### src/tcc_pkg.sv
// Shared types and codes for the text console engine.
`default_nettype none

package tcc_pkg;

    localparam int MEM_AW = 16;

    localparam logic [1:0] REQ_PUT  = 2'd0;
    localparam logic [1:0] REQ_UP   = 2'd1;
    localparam logic [1:0] REQ_DOWN = 2'd2;
    localparam logic [1:0] REQ_READ = 2'd3;

    localparam logic [7:0] CH_NL = 8'd10;
    localparam logic [7:0] CH_BS = 8'd8;
    localparam logic [7:0] CH_SP = 8'd32;

    typedef struct packed {
        logic              we;
        logic [MEM_AW-1:0] waddr;
        logic [7:0]        wdata;
        logic [MEM_AW-1:0] raddr;
    } mem_req_t;

endpackage

`default_nettype wire

### src/tcc_engine.sv
// Request sequencer: cursor, view and overflow state, copy and line-clear walks.
`default_nettype none

module tcc_engine
    import tcc_pkg::*;
#(
    parameter int SCREEN_COLS  = 80,
    parameter int SCREEN_ROWS  = 25,
    parameter int BUFFER_LINES = 64
)
(
    input  wire logic        clk,
    input  wire logic        rst_n,
    input  wire logic        in_valid,
    output logic             in_ready,
    input  wire logic [1:0]  req_type,
    input  wire logic [7:0]  ch,
    input  wire logic [12:0] read_addr,
    output logic             out_valid,
    input  wire logic        out_ready,
    output logic [12:0]      cursor_pos,
    output logic [12:0]      view_start,
    output logic             buffer_full,
    output logic [7:0]       read_char,
    output mem_req_t         mem_req,
    input  wire logic [7:0]  mem_rdata
);

    localparam int COLS      = SCREEN_COLS;
    localparam int VIEW_ROWS = (SCREEN_ROWS < BUFFER_LINES) ? SCREEN_ROWS : BUFFER_LINES;
    localparam int NCELLS    = BUFFER_LINES * COLS;
    localparam int SCR       = VIEW_ROWS * COLS;
    localparam int CW        = $clog2(NCELLS) + 1;
    localparam int MW        = $clog2(NCELLS);
    localparam int LW        = $clog2(BUFFER_LINES + 1);
    localparam int XW        = $clog2(COLS);
    localparam int COPY_LEN  = SCR - COLS;
    localparam int COPY_SRC  = NCELLS + COLS - SCR;

    localparam logic [2:0] S_CLR    = 3'd0;
    localparam logic [2:0] S_IDLE   = 3'd1;
    localparam logic [2:0] S_RD     = 3'd2;
    localparam logic [2:0] S_OVF    = 3'd3;
    localparam logic [2:0] S_COPY   = 3'd4;
    localparam logic [2:0] S_BLANK  = 3'd5;
    localparam logic [2:0] S_SCROLL = 3'd6;
    localparam logic [2:0] S_DONE   = 3'd7;

    logic [2:0]    state_reg, state_next;
    logic [CW-1:0] cursor_reg, cursor_next;
    logic [XW-1:0] col_reg, col_next;
    logic [LW-1:0] line_reg, line_next;
    logic [CW-1:0] view_reg, view_next;
    logic          full_reg, full_next;
    logic [MW-1:0] cnt_reg, cnt_next;
    logic [LW-1:0] pass_reg, pass_next;
    logic [7:0]    rd_reg, rd_next;
    logic          out_valid_reg, out_valid_next;
    logic [12:0]   cursor_pos_reg, view_start_reg;
    logic          buffer_full_reg;
    logic [7:0]    read_char_reg;
    logic          load_out;

    logic [CW-1:0] newest, top_scr, up_view, down_view, near_line, oldest, blank_addr;

    // View movement rules, applied to the present cursor and view.
    always_comb
    begin
        newest  = cursor_reg - CW'(col_reg);
        top_scr = view_reg + CW'(SCR);
        up_view = view_reg;
        if (!full_reg && newest >= top_scr)
        begin
            up_view = view_reg + CW'(COLS);
        end
        else if (full_reg && (top_scr - CW'(COLS)) != newest)
        begin
            up_view = (top_scr == CW'(NCELLS)) ? '0 : view_reg + CW'(COLS);
        end

        near_line = newest + CW'(COLS);
        if (!full_reg)
            oldest = '0;
        else if (near_line >= CW'(NCELLS))
            oldest = near_line - CW'(NCELLS);
        else
            oldest = near_line;

        down_view = view_reg;
        if (!full_reg && view_reg != '0)
        begin
            down_view = view_reg - CW'(COLS);
        end
        else if (full_reg && view_reg != oldest)
        begin
            if (cursor_reg >= CW'(NCELLS - SCR))
            begin
                if (view_reg != '0)
                    down_view = view_reg - CW'(COLS);
            end
            else if (view_reg == '0)
                down_view = CW'(NCELLS - SCR);
            else
                down_view = view_reg - CW'(COLS);
        end

        blank_addr = cursor_reg + CW'(cnt_reg);
    end

    always_comb
    begin
        state_next     = state_reg;
        cursor_next    = cursor_reg;
        col_next       = col_reg;
        line_next      = line_reg;
        view_next      = view_reg;
        full_next      = full_reg;
        cnt_next       = cnt_reg;
        pass_next      = pass_reg;
        rd_next        = rd_reg;
        load_out       = 1'b0;
        mem_req.we     = 1'b0;
        mem_req.waddr  = '0;
        mem_req.wdata  = CH_SP;
        mem_req.raddr  = MEM_AW'(read_addr);

        unique case (state_reg)
            S_CLR:
            begin
                mem_req.we    = 1'b1;
                mem_req.waddr = MEM_AW'(cnt_reg);
                if (cnt_reg == MW'(NCELLS - 1))
                begin
                    cnt_next   = '0;
                    state_next = S_IDLE;
                end
                else
                    cnt_next = cnt_reg + 1'b1;
            end
            S_IDLE:
            begin
                if (in_valid)
                begin
                    rd_next = '0;
                    case (req_type)
                        REQ_PUT:
                        begin
                            state_next = S_OVF;
                            if (ch == CH_NL)
                            begin
                                cursor_next = newest + CW'(COLS);
                                col_next    = '0;
                                line_next   = line_reg + 1'b1;
                            end
                            else if (ch == CH_BS)
                            begin
                                if (cursor_reg != '0)
                                begin
                                    cursor_next   = cursor_reg - 1'b1;
                                    mem_req.we    = 1'b1;
                                    mem_req.waddr = MEM_AW'(cursor_reg - 1'b1);
                                    if (col_reg == '0)
                                    begin
                                        col_next  = XW'(COLS - 1);
                                        line_next = line_reg - 1'b1;
                                    end
                                    else
                                        col_next = col_reg - 1'b1;
                                end
                            end
                            else
                            begin
                                mem_req.we    = 1'b1;
                                mem_req.waddr = MEM_AW'(cursor_reg);
                                mem_req.wdata = ch;
                                cursor_next   = cursor_reg + 1'b1;
                                if (col_reg == XW'(COLS - 1))
                                begin
                                    col_next  = '0;
                                    line_next = line_reg + 1'b1;
                                end
                                else
                                    col_next = col_reg + 1'b1;
                            end
                        end
                        REQ_UP:
                        begin
                            view_next  = up_view;
                            state_next = S_DONE;
                        end
                        REQ_DOWN:
                        begin
                            view_next  = down_view;
                            state_next = S_DONE;
                        end
                        default:
                        begin
                            state_next = (32'(read_addr) < NCELLS) ? S_RD : S_DONE;
                        end
                    endcase
                end
            end
            S_RD:
            begin
                rd_next    = mem_rdata;
                state_next = S_DONE;
            end
            S_OVF:
            begin
                pass_next  = '0;
                cnt_next   = '0;
                state_next = (cursor_reg >= CW'(NCELLS)) ? S_COPY : S_SCROLL;
            end
            S_COPY:
            begin
                // Read one cell ahead, write the previous one.
                mem_req.raddr = MEM_AW'(CW'(COPY_SRC) + CW'(cnt_reg));
                if (cnt_reg != '0)
                begin
                    mem_req.we    = 1'b1;
                    mem_req.waddr = MEM_AW'(cnt_reg - 1'b1);
                    mem_req.wdata = mem_rdata;
                end
                if (cnt_reg == MW'(COPY_LEN))
                begin
                    view_next   = '0;
                    cursor_next = CW'(SCR - COLS) + CW'(col_reg);
                    line_next   = LW'(VIEW_ROWS - 1);
                    full_next   = 1'b1;
                    cnt_next    = '0;
                    state_next  = S_BLANK;
                end
                else
                    cnt_next = cnt_reg + 1'b1;
            end
            S_BLANK:
            begin
                mem_req.waddr = MEM_AW'(blank_addr);
                mem_req.we    = (blank_addr < CW'(NCELLS));
                if (cnt_reg == MW'(COLS - 1))
                begin
                    cnt_next   = '0;
                    state_next = S_SCROLL;
                end
                else
                    cnt_next = cnt_reg + 1'b1;
            end
            S_SCROLL:
            begin
                if (pass_reg != LW'(BUFFER_LINES)
                    && (cursor_reg >= top_scr || cursor_reg < view_reg))
                begin
                    view_next  = up_view;
                    pass_next  = pass_reg + 1'b1;
                    cnt_next   = '0;
                    state_next = S_BLANK;
                end
                else
                    state_next = S_DONE;
            end
            S_DONE:
            begin
                if (!out_valid_reg || out_ready)
                begin
                    load_out   = 1'b1;
                    state_next = S_IDLE;
                end
            end
            default:
            begin
                state_next = S_IDLE;
            end
        endcase

        if (load_out)
            out_valid_next = 1'b1;
        else if (out_ready)
            out_valid_next = 1'b0;
        else
            out_valid_next = out_valid_reg;
    end

    always_ff @(posedge clk or negedge rst_n)
    begin
        if (!rst_n)
        begin
            state_reg     <= S_CLR;
            cursor_reg    <= '0;
            col_reg       <= '0;
            line_reg      <= '0;
            view_reg      <= '0;
            full_reg      <= 1'b0;
            cnt_reg       <= '0;
            pass_reg      <= '0;
            out_valid_reg <= 1'b0;
        end
        else
        begin
            state_reg     <= state_next;
            cursor_reg    <= cursor_next;
            col_reg       <= col_next;
            line_reg      <= line_next;
            view_reg      <= view_next;
            full_reg      <= full_next;
            cnt_reg       <= cnt_next;
            pass_reg      <= pass_next;
            out_valid_reg <= out_valid_next;
        end
    end

    always_ff @(posedge clk)
    begin
        rd_reg <= rd_next;
        if (load_out)
        begin
            cursor_pos_reg  <= 13'(cursor_reg);
            view_start_reg  <= 13'(view_reg);
            buffer_full_reg <= full_reg;
            read_char_reg   <= rd_reg;
        end
    end

    assign in_ready    = (state_reg == S_IDLE);
    assign out_valid   = out_valid_reg;
    assign cursor_pos  = cursor_pos_reg;
    assign view_start  = view_start_reg;
    assign buffer_full = buffer_full_reg;
    assign read_char   = read_char_reg;

endmodule

`default_nettype wire

### config.mk
export PLATFORM = sky130hd
export DESIGN_NAME = tcc_engine
export DESIGN_NICKNAME = d
export VERILOG_FILES = /design/src/tcc_pkg.sv /design/src/tcc_engine.sv
export SDC_FILE = /design/constraint.sdc
export NUM_CORES = 1
export LEC_CHECK = 0
export ABC_CLOCK_PERIOD_IN_PS = 6240
export BUFFER_PORTS_ARGS = -buffer_cell sky130_fd_sc_hd__buf_4
export CAP_MARGIN = 20
export CORE_MARGIN = 2
export CORE_UTILIZATION = 45
export DETAILED_ROUTE_END_ITERATION = 6
export PLACE_DENSITY = 0.67
export SLEW_MARGIN = 15
export SYNTH_ARGS = -nofsm -noshare
export SYNTH_HDL_FRONTEND = slang
export SYNTH_SLANG_ARGS = --single-unit
### constraint.sdc
create_clock -name clk -period 6.24 [get_ports clk]
set_input_delay 1.56 -clock clk [delete_from_list [all_inputs] [get_ports clk]]
set_output_delay 1.56 -clock clk [all_outputs]
set_load 0.01 [all_outputs]
# Yosys cells after proc, flatten, opt, wreduce, memory -nomap -nowiden
# Index checks and enable logic that the tools add are counted.
# Widths: inputs -> output; s select.
[op_classes]
n_addsub = 18
n_lt_le_gt_ge = 8
n_eq_ne = 31
n_mux = 60
reduce_logical = 31
[ops]
columns = ["cell", "count"]
rows = [
  ["$mux 14", 20],
  ["$mux 25", 4],
  ["$pmux 17 s4", 1],
  ["$pmux 13 s5", 1],
  ["$pmux 14 s2", 2],
  ["$mux 13", 4],
  ["$mux 7", 6],
  ["$pmux 14 s3", 1],
  ["$mux 17", 2],
  ["$pmux 8 s2", 2],
  ["$add 14x7->14 const B", 2],
  ["$ge 14x13->1 const B", 2],
  ["$ge 14x14->1", 2],
  ["$ne 14x14->1", 2],
  ["$reduce_bool 14->1", 2],
  ["$sub 14x7->14 const B", 2],
  ["$pmux 3 s8", 1],
  ["$mux 3", 6],
  ["$eq 8x4->1 const B", 2],
  ["$mux 8", 2],
  ["$sub 14x1->15 const B", 1],
  ["$add 12x13->14 const A", 1],
  ["$add 14x1->14 const B", 1],
  ["$add 14x11->14 const B", 1],
  ["51 further kinds", 78],
]
[totals]
regBits = 103
in_bits = 35
output_inout_bits = 78
wordCells = 161

# Longest topological paths before layout
# Gate-level depths: netlist of run 1.
[depth]
depth_word = 12
depth_mapped = 22
mapped_depth_nobuf = 20

# Least setup slack after synthesis of run 1
# Ideal clock, no wire load.
[synth_path]
kind = "input port to output port"
startpoint = "in ch[4]"
endpoint = "out mem_req[34] (netlist name)"
t_arrival_ps = 4543
required_time_ps = 4680
slack_ps = 137
path_stages = 11
cell_sequence = "or4_1 nor4b_2 nand2b_1 clkbuf_1 nor3_1 nand3_1 or3_1 nand2_1 nor2_1 a222oi_1 o21ai_0"
[synth_lines]
columns = ["element", "line", "source"]
rows = [
  ["start, declared", "tcc_engine.sv:17", "input wire logic [7:0] ch,"],
  ["end, declared", "tcc_engine.sv:25", "output mem_req_t mem_req,"],
]

==> results of run 1 <==
-- cells by family after synthesis --
| kind of cell | count (synthesis) | share of synthesized area (%) |
|---|---|---|
| adder cells (fa/ha/maj) | 96 | 12.1 |
| AO/OA/AOI/OAI | 366 | 24.1 |
| XOR/XNOR | 93 | 9.07 |
| buffers and inverters | 124 | 4.82 |
| multiplexers | 8 | 0.900 |
| other | 1 | 0.0370 |
| flip-flops | 103 | 27.5 |
| AND/OR/NAND/NOR | 421 | 21.5 |
-- area by class of cell --
type                       count  area [um2]  area share (%)
sequential                   103        2790            24.1
clock inverter                 6        50.0           0.432
tap                          280         350            3.02
multi-input combinational    986        6880            59.3
inverter                      68         258            2.22
clock buffer                  10         229            1.98
timing repair buffer         138        1040            8.94
-- worst reg2reg max path: stages (launching register included) --
cell and delay (ns):
dfrtp_1 0.47, ha_1 0.24, fa_1 0.45, nor2b_1 0.26, o22ai_1 0.21, and4bb_1 0.23
nor3_1 0.66, a211oi_4 0.25, nand3_1 0.20, xnor2_1 0.18, ha_1 0.19, nand4_1 0.09
or3_1 0.33, a31oi_1 0.22, o2111ai_1 0.16, or3_1 0.35, a211oi_2 0.23, o2111a_2 0.42
nor2_8 0.09, mux2_4 0.30
-- worst min path at each step --
| stage | from | end | slack (ns) |
|---|---|---|---|
| floorplan | rd_reg[0] | read_char[0] | 0.40 |
| global placement | rd_reg[3] | read_char[3] | 0.40 |
| detailed placement | rd_reg[1] | read_char[1] | 0.41 |
| CTS | rd_reg[7] | read_char[7] | 0.43 |
| global route | rd_reg[7] | read_char[7] | 0.43 |
| finish | rd_reg[5] | read_char[5] | 0.42 |
-- cell usage after synthesis, types with 8 or more instances --
cell type	number	area (um2)
a21o_1	19	143
o31ai_1	11	82.6
o221ai_1	10	87.6
ha_1	93	1160
o21a_1	15	113
nor2_1	82	308
a211oi_1	9	67.6
nand4_1	17	106
a22o_1	11	96.3
nand2_1	109	409
o21ai_1	8	40.0
dfrtp_1	60	1500
or2_2	9	56.3
nand2b_1	18	113
nor2b_1	14	87.6
xnor2_1	59	517
clkbuf_1	48	180
o21ai_0	96	480
nor4_1	18	113
o211ai_1	12	90.1
xor2_1	25	219
o22ai_1	11	68.8
a21boi_0	9	67.6
and2_1	17	106
edfxtp_1	43	1290
inv_1	63	236
or3_1	17	106
nor3_1	36	180
and3_1	20	125
nand3_1	30	150
a31oi_1	12	75.1
a21oi_1	74	370
-- per-layer routing --
layer / GRT usage, % / wire length [um]
met1: 37.7 / 14600
met4: 11.8 / 1200
met3: 4.99 / 2740
met5: 0 / 0
met2: 43.7 / 14600
-- power groups by stage --
stage / combinational (mW) / clock, mW / sequential [mW]
4_1_cts: 4.14 / 0.581 / 1.12
3_5_place_dp: 4.11 / 0 / 1.13
2_1_floorplan: 2.89 / 0 / 1.06
6_report: 4.23 / 0.570 / 1.12
5_1_grt: 4.61 / 0.607 / 1.14
3_3_place_gp: 4.09 / 0 / 1.13
-- stage by stage --
stage | hold WS, ns | cell area, um2 | worst slack [ns] | total power [mW] | utilization, %
after CTS | 0.429 | 11600 | 0.361 | 5.84 | 52.8
final | 0.423 | 11600 | 0.357 | 5.93 | 52.8
after global placement | 0.401 | 11300 | 0.371 | 5.21 | 51.5
after detailed placement | 0.405 | 11300 | 0.376 | 5.25 | 51.5
after global routing | 0.432 | 11600 | 0.0926 | 6.36 | 52.8
after floorplan | 0.400 | 10100 | 0.137 | 3.94 | -
==> flow_metrics.py, run 1 <==
metrics = {
    "clock_tree": {
        "ctsHoldBuffers": 0,
        "clkSinkCount": 103,
        "cts_tree": "done",
        "cts_buffer_depth": 2,
        "cts_setup_buffers": 0,
        "clkTransAtPathRegs_ns": 0.08,
        "ctsResizeCount": 0,
        "h-tree-depth": 3,
        "clk-insertion-delay-late_ns": 0.37,
        "numCtsBuffers": 9,
        "cts-root-buf": "clkbuf_16",
    },
    "logic_synthesis": {
        "synth-edff-count": 43,
        "synthCells": 1212,
        "ys_warn_count": 0,
        "seq_area_frac_synth_pct": 27.5,
        "netlist_area_um2": 10100,
        "async_flop_share_pct": 58.3,
        "ys_types": 96,
        "synth_seq_cells": 103,
        "avgSynthCellArea_um2": 8.37,
        "synth_flop_cell": "dfrtp_1",
    },
    "sta": {
        "clock_skew_ns": 0.0129,
        "setup_violations": 0,
        "rsz0062_at_grt": "false",
        "slew_violations": 0,
        "fmax_mhz": 170,
        "finalHoldViolCount": 0,
        "slew_headroom_pct": 30.7,
        "post-route-min-period_ns": 5.88,
        "finalSetupTns_ns": 0,
        "tightest_slew_ns": 1.03,
        "fin_crit_sh_pct": 94.3,
    },
    "power_and_ir_drop": {
        "leakage_nw": 4.95,
        "comb_power_share_pct": 71.4,
        "power_frac_clock_pct": 9.6,
        "p_per_area_nw_per_um2": 511,
        "switching_share_pct": 52.2,
        "seqPwrFrac_pct": 19.0,
        "p_int_mw": 2.83,
        "ir_drop_mv": 0.277,
        "netSwitchingPower_mw": 3.09,
    },
    "critical_path": {
        "path_class": "input port to output port",
        "crit_end": "mem_req[35]",
        "crit_required_ns": 4.68,
        "r2r_cells": 19,
        "slowest_stage": "or4_1",
        "reg2reg_slack_ns": 0.58,
        "cp_num_cells": 10,
        "cp_slowest_stage_delay_ns": 0.53,
        "end_kind": "output port",
        "path_cells": "buf_4 -> or4_1 -> nor4b_2 -> nand2b_1 -> nor3_1 -> nand3_1 -> or3_1 -> nand3_1 -> o221ai_1 -> buf_4",
        "reg2reg_from": "col_reg[0]",
        "start_kind": "input port",
        "cp-startpoint": "ch[4]",
        "path_buf_inv": 2,
        "path_delay_family": "simple AND/OR/NAND/NOR gates",
        "r2r_end": "view_reg[5]",
        "worstPathMaxFanout": 11,
        "worstPathArrival_ns": 4.32,
    },
    "finish": {
        "fillCellCount": 2030,
        "layout.nets": 1437,
        "area_growth_pct": 14.3,
        "diodes": 0,
        "final_cells": 1591,
        "final_common_cell": "buf_4",
        "drive_gt1_share_pct": 14.6,
        "layout_common_cells": "138 x buf_4, 109 x nand2_1, 96 x o21ai_0",
    },
    "detailed_routing": {
        "ant_nets": 0,
        "dr.pass1.iters": 6,
        "vias_per_cell": 6.26,
        "drt_iter0_drc": 857,
        "drcViolationCount": 0,
        "routedWlPerCell_um": 20.8,
        "num_vias": 9958,
        "drt_wl_total_mm": 33.1,
    },
    "grt": {
        "grt_pass1_vias": 9542,
        "grt_pass1_wl_mm": 52.1,
        "antenna_found_initial": 0,
        "overflow": 0,
        "grt_usage_pct": 27.8,
        "grt_max_degree": 61,
    },
    "floorplanning": {
        "dieHeight_um": 154,
        "io_pins": 113,
        "start_util_pct": 46.2,
        "core_um2": 22000,
        "rows": 54,
        "die_w_um": 154,
        "dieArea_um2": 23800,
    },
    "worst_hold_path": {
        "whs_path_depth": 0,
        "hold_path_class": "flop to flop",
    },
    "place": {
        "portBuffers": 110,
        "gp_congestion": 0.953,
        "place_inst": 1575,
        "dp_hpwl_mm": 24.8,
    },
    "outcome": {
        "outcome": "finished, final reports clean",
    },
    "flow_run": {
        "drv_cap": 0,
    },
}
Power figures use the tool's default switching activity.
==> run 2: changes to the inputs <==
- ABC_AREA: not set -> 1
- CELL_PAD_IN_SITES_DETAIL_PLACEMENT: not set -> 1
- CELL_PAD_IN_SITES_GLOBAL_PLACEMENT: not set -> 2
- CORE_UTILIZATION: 45 -> 34
- PLACE_DENSITY: 0.67 -> 0.85
==> run 2 against run 1 <==
Effect of this change: clock power up 3%; routed wire length increased by 19%; largest cell class unchanged; critical path type unchanged; non-clock buffer count fell by 5; power decreased by 70%; synthesized area up 2.0%; worst hold slack better by 0.0038 ns.
==> flow_metrics.py, run 2 <==
metrics = {
    "logic_synthesis": {
        "ys_warn_count": 0,
        "synth_common_cells": "336 x nand2_1, 211 x inv_1, 146 x nor2_1",
        "synthCells": 1512,
        "synth-edff-count": 43,
        "netlist_area_um2": 10300,
        "post-synth-top-count-cell": "nand2_1",
        "synth_flop_cell": "dfrtp_1",
        "synth_top_area_share_pct": 14.5,
        "seq_area_frac_synth_pct": 27.0,
        "async_flop_share_pct": 58.3,
        "avgSynthCellArea_um2": 6.85,
        "synth_area_leaders": "dfrtp_1 15%, edfxtp_1 12%, nand2_1 12%",
        "ys_types": 56,
        "synth_seq_cells": 103,
        "synth_top_area_cell": "dfrtp_1",
    },
    "place": {
        "gp_congestion": 0.875,
        "portBuffers": 110,
        "place_inst": 1997,
        "place_ws_ns": 0.221,
        "placed_area_um2": 11700,
        "dp_hpwl_mm": 30.6,
    },
    "critical_path": {
        "path_cells": "buf_4 -> inv_1 -> nand4_1 -> nor4_4 -> nand4_1 -> nor3_2 -> nand2_1 -> o21ai_0 -> inv_1 -> o21ai_1 -> nor2_2 -> nand2_1 -> inv_1 -> a31oi_1 -> o21ai_0 -> buf_4",
        "crit_top_cell": "inv_1",
        "reg2reg_slack_ns": 0.90,
        "cp_slowest_stage_delay_ns": 0.29,
        "start_kind": "input port",
        "path_class": "input port to output port",
        "end_kind": "output port",
        "reg2reg_from": "cursor_reg[0]",
        "r2r_cells": 31,
        "worstPathArrival_ns": 4.32,
        "slowest_stage": "inv_1",
        "crit_required_ns": 4.68,
        "r2r_end": "view_reg[7]",
        "worstPathMaxFanout": 12,
    },
    "finish": {
        "final_common_cell": "nand2_1",
        "fillCellCount": 3866,
        "seqCellArea_um2": 2790,
        "final_cells": 2013,
        "diodes": 0,
        "final_area_um2": 12000,
        "layout.nets": 1749,
        "area_growth_pct": 15.6,
        "layout_common_cells": "336 x nand2_1, 211 x inv_1, 144 x nor2_1",
        "multi_input_area_um2": 6560,
        "drive_gt1_share_pct": 12.4,
    },
    "power_and_ir_drop": {
        "leakage_nw": 5.87,
        "ir_drop_mv": 0.130,
        "p_per_area_nw_per_um2": 149,
    },
    "outcome": {
        "outcome": "finished, final reports clean",
    },
    "grt": {
        "grt_pass1_vias": 11119,
        "grt_max_degree": 61,
        "overflow": 0,
        "grt_pass1_wl_mm": 62.5,
        "grt_usage_pct": 25.6,
        "antenna_found_initial": 0,
    },
    "sta": {
        "setup_violations": 0,
        "fin_crit_sh_pct": 94.2,
        "finalSetupTns_ns": 0,
        "rsz0062_at_grt": "false",
        "tightest_slew_ns": 1.10,
        "fin_ws_ns": 0.363,
        "slew_violations": 0,
        "clock_skew_ns": 0.00928,
        "fmax_mhz": 170,
        "slew_headroom_pct": 26.6,
        "post-route-min-period_ns": 5.88,
        "finalHoldViolCount": 0,
    },
    "detailed_routing": {
        "num_vias": 10884,
        "drcViolationCount": 0,
        "drt_iter0_drc": 730,
        "drt_wl_total_mm": 39.5,
        "dr.pass1.iters": 5,
        "ant_nets": 0,
        "vias_per_cell": 5.41,
        "routedWlPerCell_um": 19.6,
    },
    "floorplanning": {
        "start_util_pct": 34.7,
        "io_pins": 113,
        "core_um2": 29800,
        "die_w_um": 178,
        "dieArea_um2": 31900,
        "rows": 63,
        "dieHeight_um": 178,
    },
    "worst_hold_path": {
        "hold_path_class": "flop to flop",
        "whs_path_depth": 0,
        "min_from": "rd_reg[6]",
        "min_to": "read_char[6]",
    },
    "clock_tree": {
        "cts_setup_buffers": 0,
        "numCtsBuffers": 9,
        "h-tree-depth": 3,
        "clkSinkCount": 103,
        "clk-insertion-delay-late_ns": 0.38,
        "clkTransAtPathRegs_ns": 0.08,
        "cts-root-buf": "clkbuf_16",
        "cts_buffer_depth": 2,
        "cts_tree": "done",
    },
    "flow_run": {
        "drv_cap": 0,
    },
}
==> run 2: stage by stage <==
step                      utilization (%)  hold slack (ns)  total power [mW]
final                                40.2            0.427              1.79
after global routing                 40.2            0.434              1.88
after CTS                            40.2            0.427              1.80
after detailed placement             39.2            0.408              1.21
after global placement               39.2            0.402              1.20
after floorplan                         -            0.400              1.04
==> run 2: how the worst max path moves through the flow <==
| stage | start | to | slack (ns) | depth (start not counted) |
|---|---|---|---|---|
| 6_report | ch[6] | mem_req[33] | 0.36 | 16 |
| 5_1_grt | ch[7] | mem_req[33] | 0.04 | 16 |
| 4_1_cts | ch[7] | mem_req[37] | 0.18 | 15 |
| 3_5_place_dp | ch[7] | mem_req[37] | 0.22 | 15 |
| 3_3_place_gp | ch[5] | mem_req[37] | 0.40 | 15 |
| 2_1_floorplan | ch[2] | mem_req[35] | 1.10 | 15 |
==> run 2: cells by family (layout without fill, tap and decap cells) <==
group	count (synthesis)	after routing	synth area share [%]
compound gates	262	262	14.8
xor+xnor	59	59	5.14
fa+ha+maj	96	96	11.8
buf+inv	263	373	9.90
flops	103	103	27.0
other cells	1	2	0.0362
simple gates	728	728	31.3
==> run 2: area by class of cell <==
type	count	share of cell area (%)
clock inverter	7	0.481
timing repair buffer	133	8.34
sequential	103	23.3
multi-input combinational	1147	54.8
clock buffer	9	1.88
inverter	224	7.05
tap	390	4.08
==> run 2: power by group <==
part / internal, mW / switching, mW
sequential: 0.709 / 0.0192
clock: 0.277 / 0.312
combinational: 0.160 / 0.312
total: 1.15 / 0.643
==> run 2: worst max-delay path: cells and delay by family <==
| kind | cells | cell delay (ns) |
|---|---|---|
| and+or+nand+nor | 7 | 1.32 |
| AOI/OAI and AO/OA | 4 | 0.70 |
| buffers and inverters | 5 | 0.72 |
==> run 2: routing by layer <==
layer	GRT usage [%]	share of wire, %	up-vias
met5	0	0	-
met4	7.15	2.3	0
met3	3.22	4.1	49
met2	42.8	47	241
met1	34.7	47	5320
li1	-	-	5274
==> run 2: repair_timing <==
action                     4_1_cts  5_1_grt
hold buffers                     0        0
gates resized for setup          0        1
setup endpoints to repair        0        9
